<file path="src/sobel_pkg.sv">
// Shared types and constants for the Sobel edge magnitude block.
`default_nettype none
package sobel_pkg;

    localparam int PIX_W      = 8;
    localparam int NCH        = 3;
    localparam int CFG_DATA_W = 16;
    localparam int FW_W       = 12;
    localparam int FH_W       = 16;
    localparam int GRAD_W     = 12;
    localparam int SUM_W      = 25;
    localparam int ROOT_W     = 8;
    localparam int N_W        = 16;

    localparam logic [0:0] CFG_FRAME_WIDTH  = 1'b0;
    localparam logic [0:0] CFG_FRAME_HEIGHT = 1'b1;

    localparam logic [FW_W-1:0] FRAME_WIDTH_RST  = 12'd2048;
    localparam logic [FH_W-1:0] FRAME_HEIGHT_RST = 16'd1;

    // 255.5 squared rounds up to this
    localparam logic [SUM_W-1:0] SAT_LIMIT = 25'd65281;
    localparam logic [PIX_W-1:0] MAG_MAX   = 8'd255;

    typedef enum logic [2:0] {
        ST_IDLE,
        ST_LOAD,
        ST_GRAD,
        ST_SQUARE,
        ST_ROOT,
        ST_ROUND
    } t_state;

    typedef struct packed {
        logic accept;
        logic load;
        logic grad;
        logic square;
        logic root_step;
        logic finish;
    } t_cmd;

    typedef struct packed {
        logic due;
        logic root_last;
        logic out_free;
    } t_status;

endpackage
`default_nettype wire

</file>
<file path="src/sobel_ctrl.sv">
// Sequencer for one item: load window, then, once a result is due, gradients, squares, root, result.
`default_nettype none
module sobel_ctrl (
    input  wire                 i_clk,
    input  wire                 i_rst_n,
    input  wire                 i_in_valid,
    input  sobel_pkg::t_status  i_status,
    output logic                o_in_stall,
    output sobel_pkg::t_cmd     o_cmd,
    output sobel_pkg::t_state   o_state
);

    sobel_pkg::t_state r_state, n_state;

    always_ff @(posedge i_clk) begin
        if (!i_rst_n) begin
            r_state <= sobel_pkg::ST_IDLE;
        end else begin
            r_state <= n_state;
        end
    end

    always_comb begin
        n_state = r_state;
        case (r_state)
            sobel_pkg::ST_IDLE: begin
                if (i_in_valid) n_state = sobel_pkg::ST_LOAD;
            end
            sobel_pkg::ST_LOAD: begin
                n_state = i_status.due ? sobel_pkg::ST_GRAD : sobel_pkg::ST_IDLE;
            end
            sobel_pkg::ST_GRAD:   n_state = sobel_pkg::ST_SQUARE;
            sobel_pkg::ST_SQUARE: n_state = sobel_pkg::ST_ROOT;
            sobel_pkg::ST_ROOT: begin
                if (i_status.root_last) n_state = sobel_pkg::ST_ROUND;
            end
            sobel_pkg::ST_ROUND: begin
                // hold until the output register can take the result
                if (i_status.out_free) n_state = sobel_pkg::ST_IDLE;
            end
            default: n_state = sobel_pkg::ST_IDLE;
        endcase
    end

    always_comb begin
        o_cmd      = '0;
        o_in_stall = 1'b1;
        case (r_state)
            sobel_pkg::ST_IDLE: begin
                o_in_stall   = 1'b0;
                o_cmd.accept = i_in_valid;
            end
            sobel_pkg::ST_LOAD:   o_cmd.load      = 1'b1;
            sobel_pkg::ST_GRAD:   o_cmd.grad      = 1'b1;
            sobel_pkg::ST_SQUARE: o_cmd.square    = 1'b1;
            sobel_pkg::ST_ROOT:   o_cmd.root_step = 1'b1;
            sobel_pkg::ST_ROUND:  o_cmd.finish    = i_status.out_free;
            default: o_cmd = '0;
        endcase
    end

    assign o_state = r_state;

endmodule
`default_nettype wire

</file>
<file path="config.mk">
export PLATFORM = sky130hd
export DESIGN_NAME = sobel_ctrl
export DESIGN_NICKNAME = d
export VERILOG_FILES = /design/src/sobel_pkg.sv /design/src/sobel_ctrl.sv
export SDC_FILE = /design/constraint.sdc
export NUM_CORES = 1
export LEC_CHECK = 0
export BUFFER_PORTS_ARGS = -buffer_cell sky130_fd_sc_hd__buf_4
export CELL_PAD_IN_SITES_DETAIL_PLACEMENT = 0
export CELL_PAD_IN_SITES_GLOBAL_PLACEMENT = 1
export CORE_AREA = 2 2 39 41
export CTS_CLUSTER_SIZE = 10
export DETAILED_ROUTE_END_ITERATION = 10
export DIE_AREA = 0 0 41 43
export PLACE_DENSITY_LB_ADDON = 0.1
export REMOVE_ABC_BUFFERS = 1
export SLEW_MARGIN = 20
export SYNTH_ARGS = -nofsm -noshare
export SYNTH_HDL_FRONTEND = slang
export SYNTH_SLANG_ARGS = --single-unit
</file>
<file path="constraint.sdc">
create_clock -name i_clk -period 1.01 [get_ports i_clk]
set_input_delay 0.202 -clock i_clk [delete_from_list [all_inputs] [get_ports i_clk]]
set_output_delay 0.202 -clock i_clk [all_outputs]
set_load 0.02 [all_outputs]
</file>
==> flow_metrics.tcl, run 1 <==
set metrics [dict create \
    outcome "complete, but fails checks" \
    violations "setup timing" \
    synth_edf_count 0 \
    drc 0 \
    cp-start-kind "register" \
    largest_reg_flops 3 \
    clock_latency_ps 240 \
    final_net_count 58 \
    async_reset_ff_share_pct 0 \
    final.setup_skew_ps 2.423 \
    fillCellCount 151 \
    grt_max_degree 9 \
    dieArea_um2 1763 \
    fin_util_pct 34.90 \
    rows 14 \
    avgViaCountPerCell 4.045 \
    cp_max_fo 2 \
    vias 271 \
    netlist_area_um2 211.5 \
    drv_cap 0 \
    dr.pass1.iters 2 \
    syn2layout_area_growth_pct 128.4 \
    antenna_found_initial 0 \
    grt_usage_pct 8.241 \
    place_ws_ps -97.43 \
    gp_congestion 0.6506 \
    clock-sinks 3 \
    hold_buffers 0 \
    synth.top_cell.area_share_pct 28.40 \
    ys.flop_type "dfxtp_1" \
    root_buffer "clkbuf_4" \
    avgSynthCellArea_um2 8.133 \
    die_w_um 41 \
    pin_count 16 \
    fin_ws_ps -330.7 \
    synth_seq_cells 3 \
    drive_gt1_share_pct 70.59 \
    cts_tree "yes" \
    worstSetupEndpointType "primary output" \
    tightestPinTransition_ps 159.5 \
    fin_crit_sh_pct 132.7 \
    rsz0062_at_grt "yes" \
    clk_pin_slew_ps 40 \
    relSlewSlack_pct 89.32 \
    hold_path_startpoint "i_rst_n" \
    grt_pass1_vias 254 \
    finalHoldViolations 0 \
    maxSlewViolCount 0 \
    cts.htree.levels 1 \
    ir_worst_vdd_mv 0.4118 \
    register_area_um2 63.81 \
    yosysUniqueCellTypes 18 \
    powerDensity_nw_per_um2 1121 \
    synth_top_area_cell "dfxtp_1" \
    multi_input_area_um2 170.2 \
    synth_most_common_cell "nor2_1" \
    place.detailed.hpwl_um 504.9 \
    ant_nets 0 \
    dieHeight_um 43 \
    start_util_pct 15.28 \
    synth_cells 26 \
    max_freq_ghz 0.7459 \
    leakagePower_nw 0.2266 \
    ys.warnings.count 0 \
    synth_area_leaders "dfxtp_1 28%, nor2_1 7.1%, nor2b_1 5.9%, nor3b_2 5.9%, buf_6 5.3%" \
    drt-total-wl_um 709 \
    numCtsBuffers 3 \
    rr_startpoint "o_state[0]" \
    finalSetupViolations 12 \
    arrival_ps 1140 \
    worst_ep_required_time_ps 810 \
    path_class "register to primary output" \
    io_buffers 15 \
    yosys-top-cells-count "4 x nor2_1, 3 x dfxtp_1, 2 x inv_1, 2 x nand2_1, 2 x nor2b_1" \
    grt_pass1_wl_um 966 \
    core_um2 1384 \
    min_path_type "input port to register" \
    clk_path_buf_depth 2 \
    ys_seq_area_share_pct 28.40 \
    antenna_cells 0 \
    drt-initial-drc-count 1 \
    crit_start "o_state[1]" \
    wl_per_cell_um 10.58 \
    fin_crit_ps 1341 \
    grt_overflow_total 0 \
]
## critical path: stages, from the launching register on
cell and delay [ps]:
dfxtp_1 300, or3_4 400, nor2_4 90, buf_6 110
## path summary, 6_finish.rpt
| path | endpoint | slack, ps | cells after the start |
|---|---|---|---|
| worst min register to register | o_state[1] | 630 | 2 |
| worst min-delay path | o_state[2] | 210 | 2 |
| worst max-delay path | o_cmd[5] | -330 | 3 |
| worst max register to register | o_state[1] | -40 | 5 |
## logic make-up after synthesis
kind of cell / Yosys count / share of synthesized area, %
flops: 3 / 28.40
compound gates: 3 / 8.281
simple gates: 15 / 44.38
buf+inv: 3 / 8.877
mux: 2 / 10.06
## through the flow
step	area, um2	total power [W]	setup TNS (ps)	hold WS [ps]	cells
after detailed placement	370.4	0.0002814	-303.5	458.9	61
after global placement	370.4	0.0002811	-321.0	464.3	61
after floorplan	200.2	0.0002047	-1431	330.2	25
final	483.0	0.0005416	-2332	212.7	67
after CTS	449.2	0.0005321	-2366	214.2	67
after global routing	483.0	0.0005675	-2813	239.9	67
## repair_timing
| item | in CTS | in global routing |
|---|---|---|
| endpoints found under the setup margin | 11 | 12 |
| pin swaps | 1 | 1 |
| gates resized for setup | 11 | 8 |
| buffers inserted | 2 | 0 |
## cell type report
cell class | instances | share of cell area, %
Inverter | 2 | 1.554
Sequential cell | 3 | 13.21
Timing Repair Buffer | 22 | 40.41
Multi-Input combinational cell | 20 | 35.23
Clock buffer | 4 | 5.440
Tap cell | 16 | 4.145
## cells in the final DEF, fill, tap and decap left out, drive strengths merged
cell type,count
buf,22
nor2,4
clkbuf,4
nand2,3
dfxtp,3
nor3b,2
inv,2
nor2b,2
and2,1
or3,1
nand2b,1
and3b,1
mux2i,1
o211ai,1
o21ai,1
a21oi,1
mux2,1
## routing by layer
| metal | global-route usage [%] | vias up | share of wire [%] |
|---|---|---|---|
| met5 | 0 | - | 0 |
| met4 | 6.000 | 0 | 0 |
| met3 | 3.141 | 0 | 11 |
| met2 | 13.13 | 13 | 49 |
| met1 | 8.065 | 123 | 40 |
| li1 | - | 135 | - |
## report_power, final
part	total, W	switching (W)	internal, W
registers	0.000130	0.00000517	0.000125
logic	0.000192	0.0000844	0.000107
clock network	0.000220	0.0000710	0.000149
total	0.000542	0.000161	0.000381
No activity file was read; power rests on OpenSTA's default activity.
==> inputs of run 2 (changes only) <==
--- a/config.mk
+++ b/config.mk
@@ -14,6 +14,7 @@
 export DIE_AREA = 0 0 41 43
 export PLACE_DENSITY_LB_ADDON = 0.1
 export REMOVE_ABC_BUFFERS = 1
+export SETUP_SLACK_MARGIN = 0.2
 export SLEW_MARGIN = 20
 export SYNTH_ARGS = -nofsm -noshare
 export SYNTH_HDL_FRONTEND = slang
==> run 2 against run 1 <==
  * The run still ends with setup timing left
  * Die area stayed put
  * Highest routed layer unchanged
  * Cell count stayed put
  * Critical endpoint unchanged
  * Worst setup slack gained 2.5 ps
  * Critical path depth is the same
  * Clock-buffer cell count unchanged
  * Clock power is 2% lower
  * Combinational power about the same
  * Final area is 0.52% higher
  * Clock skew shrank 1.2 ps
  * Sequential power is essentially flat
  * Register-to-register slack hardly changed
==> flow_metrics.tcl, run 2 (same netlist as run 1, synthesis figures left out) <==
set metrics [dict create \
    cp_max_fo 2 \
    wl_met1_um 272 \
    sw_frac_of_total_pct 29.23 \
    die_w_um 41 \
    cts.htree.levels 1 \
    dieArea_um2 1763 \
    avgViaCountPerCell 4.030 \
    tns_ps -2307 \
    hold_path_startpoint "i_rst_n" \
    grt_pass1_wl_um 966 \
    vias 270 \
    rsz0062_at_grt "yes" \
    grt_pass1_vias 253 \
    finalSetupViolations 12 \
    grt_max_degree 9 \
    drv_cap 0 \
    maxSlewViolCount 0 \
    tightestPinTransition_ps 122.1 \
    fin_crit_sh_pct 132.5 \
    start_util_pct 15.28 \
    outcome "complete, but fails checks" \
    antenna_found_initial 0 \
    powerDensity_nw_per_um2 1109 \
    grt_usage_pct 8.241 \
    dieHeight_um 43 \
    place_ws_ps -97.43 \
    top_layer_used "met3" \
    wl_per_cell_um 10.64 \
    arrival_ps 1140 \
    place.detailed.hpwl_um 504.9 \
    fin_ws_ps -328.2 \
    drt-initial-drc-count 1 \
    io_buffers 15 \
    root_buffer "clkbuf_4" \
    relSlewSlack_pct 91.63 \
    drc 0 \
    syn2layout_area_growth_pct 129.6 \
    worst_ep_required_time_ps 810 \
    fin_area_um2 485.5 \
    fin_crit_ps 1338 \
    min_path_type "input port to register" \
    internal_power_w 0.0003810 \
    max_freq_ghz 0.7473 \
    drive_gt1_share_pct 72.55 \
    finalHoldViolations 0 \
    clk_path_buf_depth 2 \
    p_seq_share_pct 24.2 \
    wl_met3_um 72 \
    cp-start-kind "register" \
    dr.pass1.iters 2 \
    ant_nets 0 \
    clock_latency_ps 230 \
    final_net_count 58 \
    crit_start "o_state[1]" \
    antenna_cells 0 \
    leakagePower_nw 0.2265 \
    rr_startpoint "o_state[0]" \
    core_um2 1384 \
    p_sw_w 0.0001574 \
    final_cell_mix "14 x buf_4, 8 x buf_6, 3 x nor2_4, 3 x clkbuf_4" \
    power_frac_comb_pct 35.7 \
    p_clk_share_pct 40.1 \
    power_w 0.0005384 \
    worstSetupEndpointType "primary output" \
    drt-total-wl_um 713 \
    clk_pin_slew_ps 40 \
    wl_met2_um 368 \
    pin_count 16 \
    gp_congestion 0.6506 \
    path_class "register to primary output" \
    numCtsBuffers 3 \
    grt_overflow_total 0 \
    ir_worst_vdd_mv 0.4057 \
    violations "setup timing" \
    fillCellCount 152 \
    cts_tree "yes" \
    clock-sinks 3 \
    placed_area_um2 370.4 \
    largest_reg_flops 3 \
    rows 14 \
    layout_commonest_cell "buf_4" \
    final.setup_skew_ps 1.208 \
]
run 2: path summary, 6_finish.rpt:
check / endpoint / slack, ps / depth (start not counted)
max reg2reg: o_state[1] / -40 / 5
min: o_state[2] / 220 / 2
max: o_cmd[5] / -330 / 3
min reg2reg: o_state[1] / 630 / 2
run 2: layer usage:
layer	track usage [%]	up-vias
met4	6.000	0
met2	13.13	11
met3	3.141	0
met5	0	-
li1	-	135
met1	8.065	124
run 2: critical path, stage by stage (launching register included):
cell,delay [ps]
dfxtp_1,300
or3_4,400
nor2_4,90
buf_6,110
run 2: timing repair:
action | CTS | global route
cloned | 0 | 0
buffers inserted | 2 | 0
hold buffers | 0 | 0
resized for setup | 12 | 8
pin swaps | 1 | 1
setup endpoints to repair | 13 | 13
run 2: cell type report:
cell class / count / area, um2 / share of cell area, %
Sequential cell: 3 / 63.81 / 13.14
Clock buffer: 4 / 26.28 / 5.412
Tap cell: 16 / 20.02 / 4.124
Inverter: 2 / 7.507 / 1.546
Timing Repair Buffer: 22 / 195.2 / 40.21
Multi-Input combinational cell: 20 / 172.7 / 35.57
run 2: power groups by stage:
stage          Clock [W]  Sequential (W)  Combinational, W
2_1_floorplan          0        0.000147         0.0000581
3_3_place_gp           0        0.000133          0.000148
3_5_place_dp           0        0.000132          0.000149
4_1_cts         0.000224        0.000130          0.000178
5_1_grt         0.000232        0.000131          0.000205
6_report        0.000216        0.000130          0.000192
run 2: metrics by stage:
step	instances	hold WS (ps)	utilization, %
finish	67	216.4	35.08
global route	67	239.9	35.08
CTS	67	214.2	32.64
detailed placement	61	458.9	26.76
global placement	61	464.3	26.76
floorplan	25	330.2	-
==> inputs of run 3 (changes only) <==
--- a/config.mk
+++ b/config.mk
@@ -6,13 +6,10 @@
 export NUM_CORES = 1
 export LEC_CHECK = 0
 export BUFFER_PORTS_ARGS = -buffer_cell sky130_fd_sc_hd__buf_4
-export CELL_PAD_IN_SITES_DETAIL_PLACEMENT = 0
-export CELL_PAD_IN_SITES_GLOBAL_PLACEMENT = 1
-export CORE_AREA = 2 2 39 41
+export CORE_AREA = 3 3 40 42
 export CTS_CLUSTER_SIZE = 10
 export DETAILED_ROUTE_END_ITERATION = 10
-export DIE_AREA = 0 0 41 43
-export PLACE_DENSITY_LB_ADDON = 0.1
+export DIE_AREA = 0 0 43 45
 export REMOVE_ABC_BUFFERS = 1
 export SETUP_SLACK_MARGIN = 0.2
 export SLEW_MARGIN = 20
==> run 3 against run 2 <==
  * The flow still finishes with violations (setup timing)
  * Non-clock buffer count unchanged
  * Clock skew about the same
  * Final area up 0.52%
  * Global-route usage up 0.41 points
  * Routed wire length down 8.8%
  * Flip-flop and latch count unchanged
  * Cell count down 1.5%
  * Critical path depth unchanged
  * Clock power down 4%
  * Sequential share of layout area up 0.45 points
  * First-iteration DRC count down 100%
  * Critical endpoint unchanged
  * Largest power group unchanged
==> flow_metrics.tcl, run 3 (same netlist as run 1, synthesis figures left out) <==
set metrics [dict create \
    grt_pass1_vias 276 \
    final_cell_mix "14 x buf_4, 8 x buf_6, 3 x clkbuf_4" \
    maxSlewViolCount 0 \
    clk_pin_slew_ps 40 \
    multi_input_area_um2 173.9 \
    grt_pass1_wl_mm 1.221 \
    critPathMaxStageDelay_ps 400 \
    drt-initial-drc-count 0 \
    avgViaCountPerCell 4.076 \
    cts_tree "yes" \
    ant_nets 0 \
    arrival_ps 1140 \
    gp_congestion 0.7265 \
    fin_area_um2 488.0 \
    clk_path_buf_depth 2 \
    hold_buffers 0 \
    drc 0 \
    fin_ws_ps -329.6 \
    dp_cells 59 \
    place.detailed.hpwl_um 467.8 \
    grt_usage_pct 8.652 \
    drv_cap 0 \
    fin_crit_sh_pct 132.6 \
    finalHoldViolations 0 \
    clock-sinks 3 \
    holdPathEnd "o_state[2]" \
    dr.pass1.iters 1 \
    hold_path_startpoint "i_rst_n" \
    io_buffers 15 \
    placed_area_um2 361.6 \
    wl_per_cell_um 9.848 \
    finalSetupViolations 12 \
    final_net_count 58 \
    min_path_type "input port to register" \
    critical_path.cell_chain "or3_4 > nor2_4 > buf_6" \
    grt_overflow_total 0 \
    cp-start-kind "register" \
    drt-total-wl_um 650 \
    root_buffer "clkbuf_4" \
    start_util_pct 16.46 \
    leakagePower_nw 0.2277 \
    rsz0062_at_grt "yes" \
    grt_max_degree 9 \
    dieHeight_um 45 \
    worst_ep_required_time_ps 810 \
    critical-path-slowest-cell "or3_4" \
    cts.htree.levels 1 \
    numCtsBuffers 3 \
    outcome "complete, but fails checks" \
    antenna_found_initial 0 \
    crit_family "simple AND/OR/NAND/NOR gates" \
    powerDensity_nw_per_um2 1056 \
    worstSetupEndpointType "primary output" \
    register_area_um2 66.31 \
    relSlewSlack_pct 88.63 \
    ff2ff_path_depth 5 \
    pin_count 16 \
    layout_commonest_cell "buf_4" \
    critPathBufInv 1 \
    fin_crit_ps 1340 \
    power_w 0.0005152 \
    die_w_um 43 \
    syn2layout_area_growth_pct 130.8 \
    antenna_cells 0 \
    largest_reg_flops 3 \
    worstHoldPathCells 2 \
    reg2reg_slack_ps -80 \
    tightestPinTransition_ps 167.3 \
    drive_gt1_share_pct 80.39 \
    ir_worst_vdd_mv 0.3424 \
    fillCellCount 139 \
    vias 269 \
    cp_max_fo 2 \
    clock_latency_ps 230 \
    max_freq_ghz 0.7465 \
    rr_endpoint "o_state[2]" \
    rr_startpoint "o_state[1]" \
    instances_no_fill 66 \
    path_class "register to primary output" \
    violations "setup timing" \
    final.setup_skew_ps 1.659 \
    rows 13 \
    core_um2 1285 \
    dieArea_um2 1935 \
]
[run 3: final cells by class]
| cell class | count | share of cell area [%] |
|---|---|---|
| well taps | 15 | 3.846 |
| multi-input cells | 20 | 35.64 |
| flip-flops and latches | 3 | 13.59 |
| clock buffers | 4 | 5.385 |
| inverters | 2 | 1.538 |
| repair buffers | 22 | 40.00 |
[run 3: through the flow]
step | utilization (%) | setup TNS (ps) | setup slack [ps] | hold WS (ps)
after global routing | 37.97 | -3040 | -390.8 | 232.0
after global placement | 28.14 | -376.8 | -94.32 | 472.7
after floorplan | - | -1431 | -369.8 | 330.2
final | 37.97 | -2269 | -329.6 | 221.8
after detailed placement | 28.14 | -405.6 | -118.4 | 457.8
after CTS | 33.89 | -2312 | -349.9 | 217.0
[run 3: per-layer routing]
layer / global-route usage, % / vias up / wire, um
met2: 12.28 / 14 / 327
li1: - / 137 / -
met4: 5.422 / 0 / 0
met1: 10.34 / 118 / 259
met5: 0 / - / 0
met3: 4.382 / 0 / 64
[run 3: where the power goes]
part           internal, W  total [W]  switching [W]
Sequential        0.000126   0.000133     0.00000740
Combinational    0.0000955   0.000174      0.0000784
Clock             0.000148   0.000208      0.0000602
[run 3: how the worst max path moves through the flow]
stage / start / end / slack (ps) / cells past startpoint
after floorplan: o_state[1] / o_cmd[5] / -370 / 2
after global placement: o_state[1] / o_cmd[5] / -90 / 3
after detailed placement: o_state[0] / o_cmd[5] / -120 / 3
after CTS: o_state[1] / o_cmd[5] / -350 / 3
after global routing: o_state[1] / o_cmd[5] / -390 / 3
final: o_state[1] / o_cmd[5] / -330 / 3
[run 3: what timing repair did]
action / CTS / global route
gates cloned: 0 / 0
endpoints found under the setup margin: 13 / 13
resized for setup: 11 / 12
pin swaps: 3 / 2
buffers inserted: 2 / 1
